$ cat config.mk
export PLATFORM = sky130hd
export DESIGN_NAME = deblocking_edge_line_filter
export DESIGN_NICKNAME = d
export VERILOG_FILES = /design/src/hw/rtl/dblf_pkg.sv /design/src/hw/rtl/deblocking_edge_line_filter.sv /design/src/hw/rtl/dblf_decide.sv /design/src/hw/rtl/dblf_filter.sv
export SDC_FILE = /design/constraint.sdc
export NUM_CORES = 1
export LEC_CHECK = 0
export BUFFER_PORTS_ARGS = -buffer_cell sky130_fd_sc_hd__buf_2
export CORE_MARGIN = 2
export CORE_UTILIZATION = 46
export CTS_BUF_LIST = sky130_fd_sc_hd__clkbuf_4 sky130_fd_sc_hd__clkbuf_8 sky130_fd_sc_hd__clkbuf_16
export DETAILED_ROUTE_END_ITERATION = 8
export PLACE_DENSITY = 0.59
export SLEW_MARGIN = 20
export SYNTH_ARGS = -nofsm -noshare
export SYNTH_HDL_FRONTEND = slang
export SYNTH_HIERARCHICAL = 1
export SYNTH_SLANG_ARGS = --single-unit
$ cat constraint.sdc
create_clock -name i_clk -period 7.75 [get_ports i_clk]
set_input_delay 0.775 -clock i_clk [delete_from_list [all_inputs] [get_ports i_clk]]
set_output_delay 0.775 -clock i_clk [all_outputs]
set_load 0.005 [all_outputs]
$ cat src/hw/rtl/dblf_pkg.sv
// ----------------------------------------------------------------------------
// Deblocking edge line filter package
// Shared request and filter codes and the records passed between pipeline
// stages of the edge line filter.
// ----------------------------------------------------------------------------
package dblf_pkg;

    // Request type codes. Code 3 is handled like the two-pair chroma request.
    typedef enum logic [1:0] {
        REQ_LUMA   = 2'd0,
        REQ_CHROMA = 2'd1,
        REQ_PAIR   = 2'd2,
        REQ_ALT    = 2'd3
    } t_req;

    // Filter kind codes reported with every result.
    typedef enum logic [1:0] {
        KIND_NONE   = 2'd0,
        KIND_WEAK   = 2'd1,
        KIND_STRONG = 2'd2,
        KIND_CHROMA = 2'd3
    } t_kind;

    // One input line as captured at the input register.
    typedef struct packed {
        t_req       req_type;
        logic [5:0] qp;
        logic [7:0] p3;
        logic [7:0] p2;
        logic [7:0] p1;
        logic [7:0] p0;
        logic [7:0] q0;
        logic [7:0] q1;
        logic [7:0] q2;
        logic [7:0] q3;
        logic [7:0] sec_p0;
        logic [7:0] sec_q0;
    } t_line;

    // Decisions and raw filter sums handed from the decision stage to the
    // filter stage.
    typedef struct packed {
        logic               chroma;
        logic               pair;
        logic               filt;
        logic               strong_sel;
        logic [3:0]         tc;
        logic [2:0]         tcc;
        logic [7:0]         p1;
        logic [7:0]         p0;
        logic [7:0]         q0;
        logic [7:0]         q1;
        logic [7:0]         sp;
        logic [7:0]         sq;
        logic signed [12:0] wk_p;
        logic signed [12:0] wk_q;
        logic signed [14:0] st_p1;
        logic signed [14:0] st_p0;
        logic signed [14:0] st_q0;
        logic signed [14:0] st_q1;
        logic signed [9:0]  cd_a;
        logic signed [9:0]  cd_b;
    } t_dec;

    // One finished result.
    typedef struct packed {
        logic [7:0] out_p1;
        logic [7:0] out_p0;
        logic [7:0] out_q0;
        logic [7:0] out_q1;
        logic [7:0] out_sec_p0;
        logic [7:0] out_sec_q0;
        t_kind      filter_kind;
    } t_res;

endpackage

$ cat src/hw/rtl/deblocking_edge_line_filter.sv
// ----------------------------------------------------------------------------
// Deblocking edge line filter
// Filters one line of pixels across a block edge, luma or chroma, in a
// three-stage pipeline that takes one line every clock cycle.
// ----------------------------------------------------------------------------
// A line is taken whenever i_start is high; o_busy is always low, so a new
// transaction may be started in every cycle. Each transaction gives exactly
// one result, registered in turn by the input register, the decision stage
// (thresholds, grading and raw filter sums) and the filter stage (rounding,
// clipping and selection). The result stands on the output ports for one
// cycle, marked by o_valid, and must be taken then, since the block has no
// way to hold it.
module deblocking_edge_line_filter
    import dblf_pkg::*;
(
    input  logic       i_clk,
    input  logic       i_rst_n,
    input  logic       i_start,
    output logic       o_busy,
    input  logic [1:0] i_req_type,
    input  logic [5:0] i_qp,
    input  logic [7:0] i_p3,
    input  logic [7:0] i_p2,
    input  logic [7:0] i_p1,
    input  logic [7:0] i_p0,
    input  logic [7:0] i_q0,
    input  logic [7:0] i_q1,
    input  logic [7:0] i_q2,
    input  logic [7:0] i_q3,
    input  logic [7:0] i_sec_p0,
    input  logic [7:0] i_sec_q0,
    output logic       o_valid,
    output logic [7:0] o_out_p1,
    output logic [7:0] o_out_p0,
    output logic [7:0] o_out_q0,
    output logic [7:0] o_out_q1,
    output logic [7:0] o_out_sec_p0,
    output logic [7:0] o_out_sec_q0,
    output logic [1:0] o_filter_kind
);

    logic  r_in_valid;
    t_line r_line;
    t_line n_line;
    logic  dec_valid;
    t_dec  dec;
    t_res  res;

    // The pipeline never stalls.
    assign o_busy = 1'b0;

    // Input register.
    always_comb begin
        n_line.req_type = t_req'(i_req_type);
        n_line.qp       = i_qp;
        n_line.p3       = i_p3;
        n_line.p2       = i_p2;
        n_line.p1       = i_p1;
        n_line.p0       = i_p0;
        n_line.q0       = i_q0;
        n_line.q1       = i_q1;
        n_line.q2       = i_q2;
        n_line.q3       = i_q3;
        n_line.sec_p0   = i_sec_p0;
        n_line.sec_q0   = i_sec_q0;
    end

    always_ff @(posedge i_clk) begin
        if (!i_rst_n) begin
            r_in_valid <= 1'b0;
        end else begin
            r_in_valid <= i_start && !o_busy;
        end
        r_line <= n_line;
    end

    // Decision stage.
    dblf_decide u_decide (
        .i_clk   (i_clk),
        .i_rst_n (i_rst_n),
        .i_valid (r_in_valid),
        .i_line  (r_line),
        .o_valid (dec_valid),
        .o_dec   (dec)
    );

    // Filter stage with the output register.
    dblf_filter u_filter (
        .i_clk   (i_clk),
        .i_rst_n (i_rst_n),
        .i_valid (dec_valid),
        .i_dec   (dec),
        .o_valid (o_valid),
        .o_res   (res)
    );

    assign o_out_p1      = res.out_p1;
    assign o_out_p0      = res.out_p0;
    assign o_out_q0      = res.out_q0;
    assign o_out_q1      = res.out_q1;
    assign o_out_sec_p0  = res.out_sec_p0;
    assign o_out_sec_q0  = res.out_sec_q0;
    assign o_filter_kind = res.filter_kind;

    // Every started transaction comes out as a result marked by o_valid.
    a_latency : assert property (@(posedge i_clk) disable iff (!i_rst_n)
        (i_start && !o_busy) |-> ##3 o_valid)
        else $error("started transaction did not produce a result on time");

    // A result never appears without a transaction started before it.
    a_no_spurious : assert property (@(posedge i_clk) disable iff (!i_rst_n)
        (o_valid && $past(i_rst_n, 3)) |-> $past(i_start, 3))
        else $error("result strobe without a started transaction");

    // Luma results never carry second-plane pixels.
    a_luma_sec_zero : assert property (@(posedge i_clk) disable iff (!i_rst_n)
        (o_valid && (o_filter_kind == KIND_STRONG || o_filter_kind == KIND_WEAK))
        |-> (o_out_sec_p0 == 8'd0 && o_out_sec_q0 == 8'd0))
        else $error("luma result with nonzero second-plane pixels");

    // Chroma smoothing leaves the outer pixels at zero.
    a_chroma_outer_zero : assert property (@(posedge i_clk) disable iff (!i_rst_n)
        (o_valid && o_filter_kind == KIND_CHROMA)
        |-> (o_out_p1 == 8'd0 && o_out_q1 == 8'd0))
        else $error("chroma result with nonzero outer pixels");

endmodule

$ cat src/hw/rtl/dblf_decide.sv
// ----------------------------------------------------------------------------
// Deblocking edge line filter, decision stage
// Derives thresholds from qp, grades the edge step, checks flatness and
// forms the raw weak, strong and chroma filter sums.
// ----------------------------------------------------------------------------
module dblf_decide
    import dblf_pkg::*;
(
    input  logic  i_clk,
    input  logic  i_rst_n,
    input  logic  i_valid,
    input  t_line i_line,
    output logic  o_valid,
    output t_dec  o_dec
);

    function automatic logic [7:0] absd(input logic [7:0] a, input logic [7:0] b);
        return (a > b) ? (a - b) : (b - a);
    endfunction

    logic        r_valid;
    t_dec        r_dec;
    t_dec        n_dec;

    logic [7:0]  d_pq;
    logic [3:0]  t1;
    logic [5:0]  t3;
    logic [12:0] qp_x43;
    logic [4:0]  qp_div3;
    logic [3:0]  tc;
    logic [5:0]  cqp;
    logic [3:0]  cq4;
    logic [3:0]  cthr;
    logic [2:0]  tcc;
    logic        chroma;
    logic        flat;
    logic        luma_filt;
    logic        chroma_filt;

    logic signed [12:0] w_p1, w_p0, w_q0, w_q1;
    logic signed [14:0] s_p3, s_p2, s_p1, s_p0, s_q0, s_q1, s_q2, s_q3;
    logic signed [9:0]  c_p0, c_q0, c_sp, c_sq;

    // Thresholds from qp. qp/3 is a multiply by 43/128, exact below 128.
    always_comb begin
        d_pq    = absd(i_line.p0, i_line.q0);
        t1      = (i_line.qp[5:2] < 4'd2) ? 4'd2 : i_line.qp[5:2];
        t3      = (i_line.qp < 6'd8) ? 6'd8 : ((i_line.qp > 6'd48) ? 6'd48 : i_line.qp);
        qp_x43  = 13'(i_line.qp) * 13'd43;
        qp_div3 = qp_x43[11:7];
        tc      = (qp_div3 < 5'd1) ? 4'd1 :
                  ((qp_div3 > 5'd10) ? 4'd10 : qp_div3[3:0]);
        cqp     = (i_line.qp == 6'd0) ? 6'd0 : (i_line.qp - 6'd1);
        cq4     = cqp[5:2];
        cthr    = (cq4 < 4'd2) ? 4'd2 : cq4;
        tcc     = (cq4 < 4'd1) ? 3'd1 : ((cq4 > 4'd6) ? 3'd6 : cq4[2:0]);
    end

    // Edge grading and flatness.
    always_comb begin
        chroma      = (i_line.req_type != REQ_LUMA);
        flat        = (absd(i_line.p2, i_line.p0) < {4'd0, tc}) &&
                      (absd(i_line.p3, i_line.p0) < {4'd0, tc}) &&
                      (absd(i_line.q2, i_line.q0) < {4'd0, tc}) &&
                      (absd(i_line.q3, i_line.q0) < {4'd0, tc});
        luma_filt   = (d_pq >= {4'd0, t1});
        chroma_filt = (d_pq >= {4'd0, cthr});
    end

    // Raw filter sums, all signed and wide enough for their full range.
    always_comb begin
        w_p1 = $signed({5'd0, i_line.p1});
        w_p0 = $signed({5'd0, i_line.p0});
        w_q0 = $signed({5'd0, i_line.q0});
        w_q1 = $signed({5'd0, i_line.q1});
        s_p3 = $signed({7'd0, i_line.p3});
        s_p2 = $signed({7'd0, i_line.p2});
        s_p1 = $signed({7'd0, i_line.p1});
        s_p0 = $signed({7'd0, i_line.p0});
        s_q0 = $signed({7'd0, i_line.q0});
        s_q1 = $signed({7'd0, i_line.q1});
        s_q2 = $signed({7'd0, i_line.q2});
        s_q3 = $signed({7'd0, i_line.q3});
        c_p0 = $signed({2'd0, i_line.p0});
        c_q0 = $signed({2'd0, i_line.q0});
        c_sp = $signed({2'd0, i_line.sec_p0});
        c_sq = $signed({2'd0, i_line.sec_q0});

        n_dec.chroma     = chroma;
        n_dec.pair       = chroma && (i_line.req_type != REQ_CHROMA);
        n_dec.filt       = chroma ? chroma_filt : luma_filt;
        n_dec.strong_sel = !chroma && luma_filt && (d_pq >= {2'd0, t3}) && flat;
        n_dec.tc     = tc;
        n_dec.tcc    = tcc;
        n_dec.p1     = i_line.p1;
        n_dec.p0     = i_line.p0;
        n_dec.q0     = i_line.q0;
        n_dec.q1     = i_line.q1;
        n_dec.sp     = i_line.sec_p0;
        n_dec.sq     = i_line.sec_q0;
        n_dec.wk_p   = (w_p0 <<< 2) + (w_q0 <<< 2) - w_p1 - w_q1 + 13'sd4;
        n_dec.wk_q   = (w_q0 <<< 2) + (w_p0 <<< 2) - w_q1 - w_p1 + 13'sd4;
        n_dec.st_p1  = s_p3 - s_p2 * 15'sd5 + s_p1 * 15'sd20 + s_p0 * 15'sd20
                       - s_q0 * 15'sd5 + 15'sd16;
        n_dec.st_p0  = s_p2 - s_p1 * 15'sd5 + s_p0 * 15'sd20 + s_q0 * 15'sd20
                       - s_q1 * 15'sd5 + 15'sd16;
        n_dec.st_q0  = s_p0 - s_q0 * 15'sd5 + s_q1 * 15'sd20 + s_q2 * 15'sd20
                       - s_q3 * 15'sd5 + 15'sd16;
        n_dec.st_q1  = s_p1 - s_q0 * 15'sd5 + s_q1 * 15'sd20 + s_q2 * 15'sd20
                       - s_q3 * 15'sd5 + 15'sd16;
        n_dec.cd_a   = c_q0 - c_p0 + 10'sd1;
        n_dec.cd_b   = c_sq - c_sp + 10'sd1;
    end

    // Stage register. Only the valid bit is reset.
    always_ff @(posedge i_clk) begin
        if (!i_rst_n) begin
            r_valid <= 1'b0;
        end else begin
            r_valid <= i_valid;
        end
        r_dec <= n_dec;
    end

    assign o_valid = r_valid;
    assign o_dec   = r_dec;

endmodule

$ cat src/hw/rtl/dblf_filter.sv
// ----------------------------------------------------------------------------
// Deblocking edge line filter, filter stage
// Rounds the raw sums, applies the clip limits, adds the corrections and
// selects the result pixels and filter kind into the output register.
// ----------------------------------------------------------------------------
module dblf_filter
    import dblf_pkg::*;
(
    input  logic i_clk,
    input  logic i_rst_n,
    input  logic i_valid,
    input  t_dec i_dec,
    output logic o_valid,
    output t_res o_res
);

    // Limit a correction to the range -lim..lim.
    function automatic logic signed [12:0] clip_sym(input logic signed [12:0] v,
                                                    input logic [3:0] lim);
        logic signed [12:0] lv;
        lv = $signed({9'd0, lim});
        return (v < -lv) ? -lv : ((v > lv) ? lv : v);
    endfunction

    // Clamp a signed value to the 8-bit pixel range.
    function automatic logic [7:0] clip255(input logic signed [14:0] v);
        return (v < 15'sd0) ? 8'd0 : ((v > 15'sd255) ? 8'd255 : v[7:0]);
    endfunction

    logic        r_valid;
    t_res        r_res;
    t_res        n_res;

    logic signed [12:0] wd_p, wd_q, cd_a, cd_b;
    logic signed [12:0] sum_wp, sum_wq, sum_cp, sum_cq, sum_sp, sum_sq;
    logic [7:0]         w_p0, w_q0, c_p0, c_q0, c_sp, c_sq;
    logic [7:0]         s_p1, s_p0, s_q0, s_q1;

    // Weak luma and chroma corrections, and the rounded strong luma pixels.
    always_comb begin
        wd_p   = clip_sym(i_dec.wk_p >>> 3, i_dec.tc);
        wd_q   = clip_sym(i_dec.wk_q >>> 3, i_dec.tc);
        cd_a   = clip_sym($signed({{3{i_dec.cd_a[9]}}, i_dec.cd_a}) >>> 1,
                          {1'b0, i_dec.tcc});
        cd_b   = clip_sym($signed({{3{i_dec.cd_b[9]}}, i_dec.cd_b}) >>> 1,
                          {1'b0, i_dec.tcc});
        sum_wp = $signed({5'd0, i_dec.p0}) + wd_p;
        sum_wq = $signed({5'd0, i_dec.q0}) + wd_q;
        sum_cp = $signed({5'd0, i_dec.p0}) + cd_a;
        sum_cq = $signed({5'd0, i_dec.q0}) - cd_a;
        sum_sp = $signed({5'd0, i_dec.sp}) + cd_b;
        sum_sq = $signed({5'd0, i_dec.sq}) - cd_b;
        w_p0   = clip255({{2{sum_wp[12]}}, sum_wp});
        w_q0   = clip255({{2{sum_wq[12]}}, sum_wq});
        c_p0   = clip255({{2{sum_cp[12]}}, sum_cp});
        c_q0   = clip255({{2{sum_cq[12]}}, sum_cq});
        c_sp   = clip255({{2{sum_sp[12]}}, sum_sp});
        c_sq   = clip255({{2{sum_sq[12]}}, sum_sq});
        s_p1   = clip255(i_dec.st_p1 >>> 5);
        s_p0   = clip255(i_dec.st_p0 >>> 5);
        s_q0   = clip255(i_dec.st_q0 >>> 5);
        s_q1   = clip255(i_dec.st_q1 >>> 5);
    end

    // Result selection by request class and decision.
    always_comb begin
        if (i_dec.chroma) begin
            n_res.out_p1      = 8'd0;
            n_res.out_q1      = 8'd0;
            n_res.out_p0      = i_dec.filt ? c_p0 : i_dec.p0;
            n_res.out_q0      = i_dec.filt ? c_q0 : i_dec.q0;
            n_res.out_sec_p0  = !i_dec.pair ? 8'd0 : (i_dec.filt ? c_sp : i_dec.sp);
            n_res.out_sec_q0  = !i_dec.pair ? 8'd0 : (i_dec.filt ? c_sq : i_dec.sq);
            n_res.filter_kind = i_dec.filt ? KIND_CHROMA : KIND_NONE;
        end else if (i_dec.strong_sel) begin
            n_res.out_p1      = s_p1;
            n_res.out_p0      = s_p0;
            n_res.out_q0      = s_q0;
            n_res.out_q1      = s_q1;
            n_res.out_sec_p0  = 8'd0;
            n_res.out_sec_q0  = 8'd0;
            n_res.filter_kind = KIND_STRONG;
        end else begin
            n_res.out_p1      = i_dec.p1;
            n_res.out_q1      = i_dec.q1;
            n_res.out_p0      = i_dec.filt ? w_p0 : i_dec.p0;
            n_res.out_q0      = i_dec.filt ? w_q0 : i_dec.q0;
            n_res.out_sec_p0  = 8'd0;
            n_res.out_sec_q0  = 8'd0;
            n_res.filter_kind = i_dec.filt ? KIND_WEAK : KIND_NONE;
        end
    end

    // Output register. Only the strobe is reset.
    always_ff @(posedge i_clk) begin
        if (!i_rst_n) begin
            r_valid <= 1'b0;
        end else begin
            r_valid <= i_valid;
        end
        r_res <= n_res;
    end

    assign o_valid = r_valid;
    assign o_res   = r_res;

endmodule
==> flow_summary_export.csv, run 1 <==
group,metric,value,unit
route,drtIter0Drc,1265,
setup_path,cp.required,8190,ps
route,wl_per_cell,19.6,um
hold_path,hold_depth,1,
clock_tree,root_buffer,"clkbuf_16",
floorplanning,ios,143,
sta,setup_viol,0,
hold_path,hp-class,"primary input to register",
setup_path,timing.rr.start,"u_decide/o_dec[157]",
synth,yosysWarnings,6,
floorplanning,die_h,245,um
power,ir_drop,0.377,mV
grt,grt_util_all_layers,25.7,%
setup_path,crit_fanout,15,
floorplanning,die_width,245,um
sta,hold_violations,0,
power,p_leak,14.6,nW
setup_path,worstSetupPathType,"register to register",
power,power_density,399,nW/um^2
sta,worst_pin_slew,1130,ps
clock_tree,cts-htree-levels,2,
setup_path,cp.arrival,6790,ps
setup_path,r2r-end,"u_filter/o_res[33]",
floorplanning,die-area,60100,um^2
sta,fin_crit_sh,82.0,%
final_layout,num-nets-final,3855,
clock_tree,cts_made_buffers,35,
setup_path,r2r_slack,1390,ps
placed_design,place.gp.congestion,0.954,
power,power_frac_clock,14.8,%
setup_path,crit_family,"compound AO/OA/AOI/OAI gates",
grt,grt_max_degree,40,
synth,syn-instance-count,2974,
final_layout,layout-drive-gt1-share,9.14,%
setup_path,endpoint_kind,"register",
setup_path,cpMaxStageDelayCell,"o41ai_1",
grt,antenna_found_initial,2,
placed_design,place_hpwl,63200,um
grt,grt_pass1_vias,21988,
synth,netlist_area,26700,um^2
power,finalPower,11.8,mW
grt,grt-ovfl-total,0,
clock_tree,clock_latency,560,ps
hold_path,min_to,"r_line[39]",
synth,avgSynthCellArea,8.99,um^2
clock_tree,cts_max_path_buffers,3,
power,p_seq_share,18.2,%
route,drt_first_pass_iters,5,
floorplanning,core,57600,um^2
sta,rsz0062_at_grt,"no",
setup_path,worstRegToRegCells,22,
route,drc,0,
setup_path,start_kind,"register",
setup_path,max_stage_delay,600,ps
clock_tree,clk_pin_slew,60,ps
route,drt_wl_total,76700,um
power,comb_power_share,67.0,%
clock_tree,cts_sinks,278,
sta,fin_crit,6360,ps
clock_tree,post_cts_resized,0,
clock_tree,postCtsHoldBufs,0,
synth,mappedNetlistNets,3716,
placed_design,io_buffers,141,
sta,fin_worst_skew,26.9,ps
outcome,status,"finished, final reports clean",
final_layout,fillers,5398,
final_layout,synthToLayoutAreaGrowth,10.2,%
route,vias_per_cell,5.49,
clock_tree,cts_tree,"yes",
route,vias,21464,
hold_path,min-delay-start,"i_q1[7]",
sta,slew_headroom,24.6,%
job,maxCapViolations,0,
sta,drv_slew,0,
setup_path,crit_buf_inv,2,
floorplanning,rows,88,
power,p_int,6.39,mW
sta,fin_setup_tns,0,ps
clock_tree,cts.repair_timing.setup_buffer_count,0,
grt,grt_pass1_wl,121000,um
route,antenna_left,0,
power,switchingPower,5.36,mW
floorplanning,start_util,46.4,%
setup_path,crit_chain,"inv_1, ha_1, nand2_1, clkinv_1, ha_1, nand2b_1, o311ai_0, a21oi_1, nor2_2, a21oi_1, nand2_1, o21ai_0, ha_1, fa_1, a21o_1, a21o_1, and3_1, o41ai_1, nor2_1, o311a_4, a2111oi_2, a211oi_2",
setup_path,path_common_cell,"ha_1",
power,switching_share,45.7,%
sta,fmax,157,MHz
[power by group through the flow]
stage | Combinational, mW | Clock (mW) | Sequential, mW
after CTS | 7.88 | 1.79 | 2.14
after detailed placement | 7.82 | 0 | 2.17
after global placement | 7.66 | 0 | 2.17
after floorplan | 6.08 | 0 | 2.02
final | 7.87 | 1.73 | 2.14
after global routing | 8.91 | 1.84 | 2.18
[metrics by stage]
step                utilization (%)  std cells  area [um^2]  hold slack [ps]  setup WS (ps)
global placement               49.0       3841        28200              346           1760
detailed placement             49.0       3841        28200              338           1490
finish                         51.2       3907        29500              315           1390
CTS                            51.2       3905        29500              278           1480
global route                   51.2       3905        29500              282            795
floorplan                         -       2974        26700              331           2200
[worst max path at each step]
stage,startpoint,endpoint,slack [ps],depth (start not counted)
detailed placement,u_decide/o_dec[157],u_filter/o_res[34],1490,20
finish,u_decide/o_dec[157],u_filter/o_res[33],1390,22
global placement,r_line[83],u_decide/o_dec[161],1760,18
floorplan,r_line[83],u_decide/o_dec[161],2200,18
global route,u_decide/o_dec[157],u_filter/o_res[37],790,20
CTS,u_decide/o_dec[157],u_filter/o_res[34],1480,20
[metal layers]
metal  global-route usage [%]  vias up  wire [um]
met5                        0        -          0
li1                         -    10523          -
met2                     45.6      498      37200
met1                     32.5    10320      34000
met4                     7.01        0       2260
met3                     3.37      123       3190
[layout by cell type (no fill, tap or decap), drive strengths merged, types with 13 or more instances in the layout]
cell	n
fa	143
nand2b	35
nand2	94
inv	435
ha	508
dfxtp	278
nor2	193
nor3	56
o21ai	111
a21boi	17
xor2	64
mux2i	32
buf	156
nand4	15
a21oi	225
xnor2	151
a31oi	25
nor2b	51
and3	13
mux2	13
a221oi	16
o21a	35
o21bai	48
clkbuf	41
nand3	52
a211oi	26
a21o	85
o211ai	22
[flip-flops by register name, summed over array words and instances, names as in the netlist]
signal	flops
r_in_valid	1
r_line	88
u_decide/o_dec	137
u_decide/o_valid	1
u_filter/o_res	50
u_filter/o_valid	1
[layout make-up]
cell class	count	area (um^2)	share of cell area, %
repair buffers	156	818	2.78
clock buffers	41	951	3.23
clock inverters	23	283	0.959
inverters	428	1610	5.45
multi-input cells	2214	19300	65.4
flip-flops and latches	278	5570	18.9
well taps	765	957	3.25
diodes	2	5.00	0.0170
No activity file was read; power rests on OpenSTA's default activity.
==> run 2: changes to the inputs <==
- PLACE_DENSITY: 0.59 -> 0.61
- clock period: 7.75 -> 5.7 ns (I/O delays scaled with it)
==> flow_summary_export.csv, run 2 (synthesis gave the netlist of run 1 again) <==
group,metric,value,unit
route,drtIter0Drc,1130,
sta,drv_slew,0,
route,drc,0,
sta,fin_worst_skew,19.4,ps
grt,grt-ovfl-total,0,
final_layout,synthToLayoutAreaGrowth,13.1,%
sta,fin_crit,5410,ps
sta,fin_ws,294,ps
setup_path,cpMaxStageDelayCell,"or4_1",
route,drt_first_pass_iters,5,
placed_design,io_buffers,141,
power,power_frac_clock,14.4,%
sta,fin_crit_sh,94.8,%
power,ir_drop,0.468,mV
route,vias_per_cell,5.45,
floorplanning,core,57600,um^2
setup_path,endpoint_kind,"register",
clock_tree,cts_max_path_buffers,3,
power,p_int,8.85,mW
sta,setup_viol,0,
setup_path,worstSetupPathType,"register to register",
clock_tree,postCtsHoldBufs,0,
final_layout,n_antenna_cell,0,
grt,antenna_found_initial,2,
setup_path,cp.required,6160,ps
sta,worst_pin_slew,978,ps
outcome,status,"finished, final reports clean",
grt,grt_pass1_wl,122000,um
hold_path,hold_depth,1,
setup_path,crit_family,"adder cells",
setup_path,path_common_cell,"ha_1",
route,drt_wl_total,78000,um
route,vias,21749,
sta,slew_headroom,34.5,%
final_layout,layout_common_cells,"506 x ha_1, 425 x inv_1, 278 x dfxtp_1",
grt,grt_pass1_vias,21979,
power,p_seq_share,17.7,%
clock_tree,cts_tree,"yes",
setup_path,r2r_slack,290,ps
final_layout,utilization,52.5,%
grt,grt_max_degree,40,
route,wl_per_cell,19.5,um
placed_design,dp.cells,3925,
setup_path,start_kind,"register",
setup_path,crit_fanout,8,
final_layout,layout-drive-gt1-share,12.2,%
setup_path,max_stage_delay,540,ps
hold_path,hp-class,"primary input to register",
floorplanning,rows,88,
setup_path,crit_chain,"buf_4, inv_1, ha_1, ha_1, fa_1, ha_1, a21o_1, a221oi_4, a31oi_2, nand3_2, o31ai_4, ha_1, nor4_2, nand3_1, or4_1, a2111o_1, or4_1, a2111oi_2",
setup_path,cp.depth,18,
final_layout,fillers,5370,
final_layout,largest_reg_flops,137,
setup_path,crit_buf_inv,2,
floorplanning,start_util,46.4,%
power,power_density,537,nW/um^2
placed_design,place_hpwl,65100,um
clock_tree,cts_made_buffers,35,
placed_design,place.gp.congestion,0.952,
power,switching_share,45.5,%
setup_path,cp.arrival,5860,ps
power,finalPower,16.2,mW
clock_tree,cts-htree-levels,2,
placed_design,pre_cts_ws,10.2,ps
job,maxCapViolations,0,
sta,fmax,185,MHz
sta,hold_violations,0,
power,p_leak,15.0,nW
clock_tree,root_buffer,"clkbuf_16",
final_layout,mostFrequentLayoutCell,"ha_1",
power,switchingPower,7.38,mW
final_layout,num-nets-final,3942,
floorplanning,die-area,60100,um^2
power,comb_power_share,67.9,%
grt,grt_util_all_layers,26.1,%
setup_path,worstRegToRegCells,18,
clock_tree,cts_sinks,278,
floorplanning,die_width,245,um
floorplanning,ios,143,
clock_tree,clk_pin_slew,60,ps
clock_tree,clock_latency,570,ps
route,antenna_left,0,
floorplanning,die_h,245,um
final_layout,final_cells,3992,
-- run 2: layout make-up --
class                   instances  area (um^2)  share of cell area (%)
inverters                     428         1610                    5.33
clock buffers                  45         1010                    3.33
repair buffers                243         1470                    4.87
multi-input cells            2214        19400                    64.2
flip-flops and latches        278         5570                    18.4
clock inverters                19          215                   0.712
well taps                     765          957                    3.17
-- run 2: final timing paths --
check | from | to
setup / recovery | r_line[83] | u_decide/o_dec[161]
hold / removal | i_q1[4] | r_line[36]
setup reg to reg | r_line[83] | u_decide/o_dec[161]
hold reg to reg | r_line[10] | u_decide/o_dec[116]
-- run 2: repair_timing --
action / in CTS / in global routing
resized for setup: 1 / 23
setup endpoints to repair: 1 / 30
pin swaps: 0 / 3
setup buffers: 0 / 3
-- run 2: through the flow --
step | cell area (um^2) | setup TNS [ps] | hold slack [ps]
2_1_floorplan | 26700 | 0 | 331
3_3_place_gp | 28900 | 0 | 346
3_5_place_dp | 28900 | 0 | 344
4_1_cts | 30100 | 0 | 76.1
5_1_grt | 30200 | -91.3 | 71.4
6_report | 30200 | 0 | 102
-- run 2: power groups by stage --
stage          logic (mW)  registers [mW]  clock network (mW)
2_1_floorplan        8.27            2.75                   0
3_3_place_gp         10.7            2.91                   0
3_5_place_dp         10.9            2.92                   0
4_1_cts              11.0            2.88                2.39
5_1_grt              12.4            2.93                2.47
6_report             11.0            2.87                2.33
-- run 2: routing by layer --
layer	track usage, %	routed length [um]	share of wire, %
met1	32.9	34300	44
met2	45.6	37800	48
met3	3.88	3580	4.6
met4	8.23	2340	3.0
met5	0	13	0.017
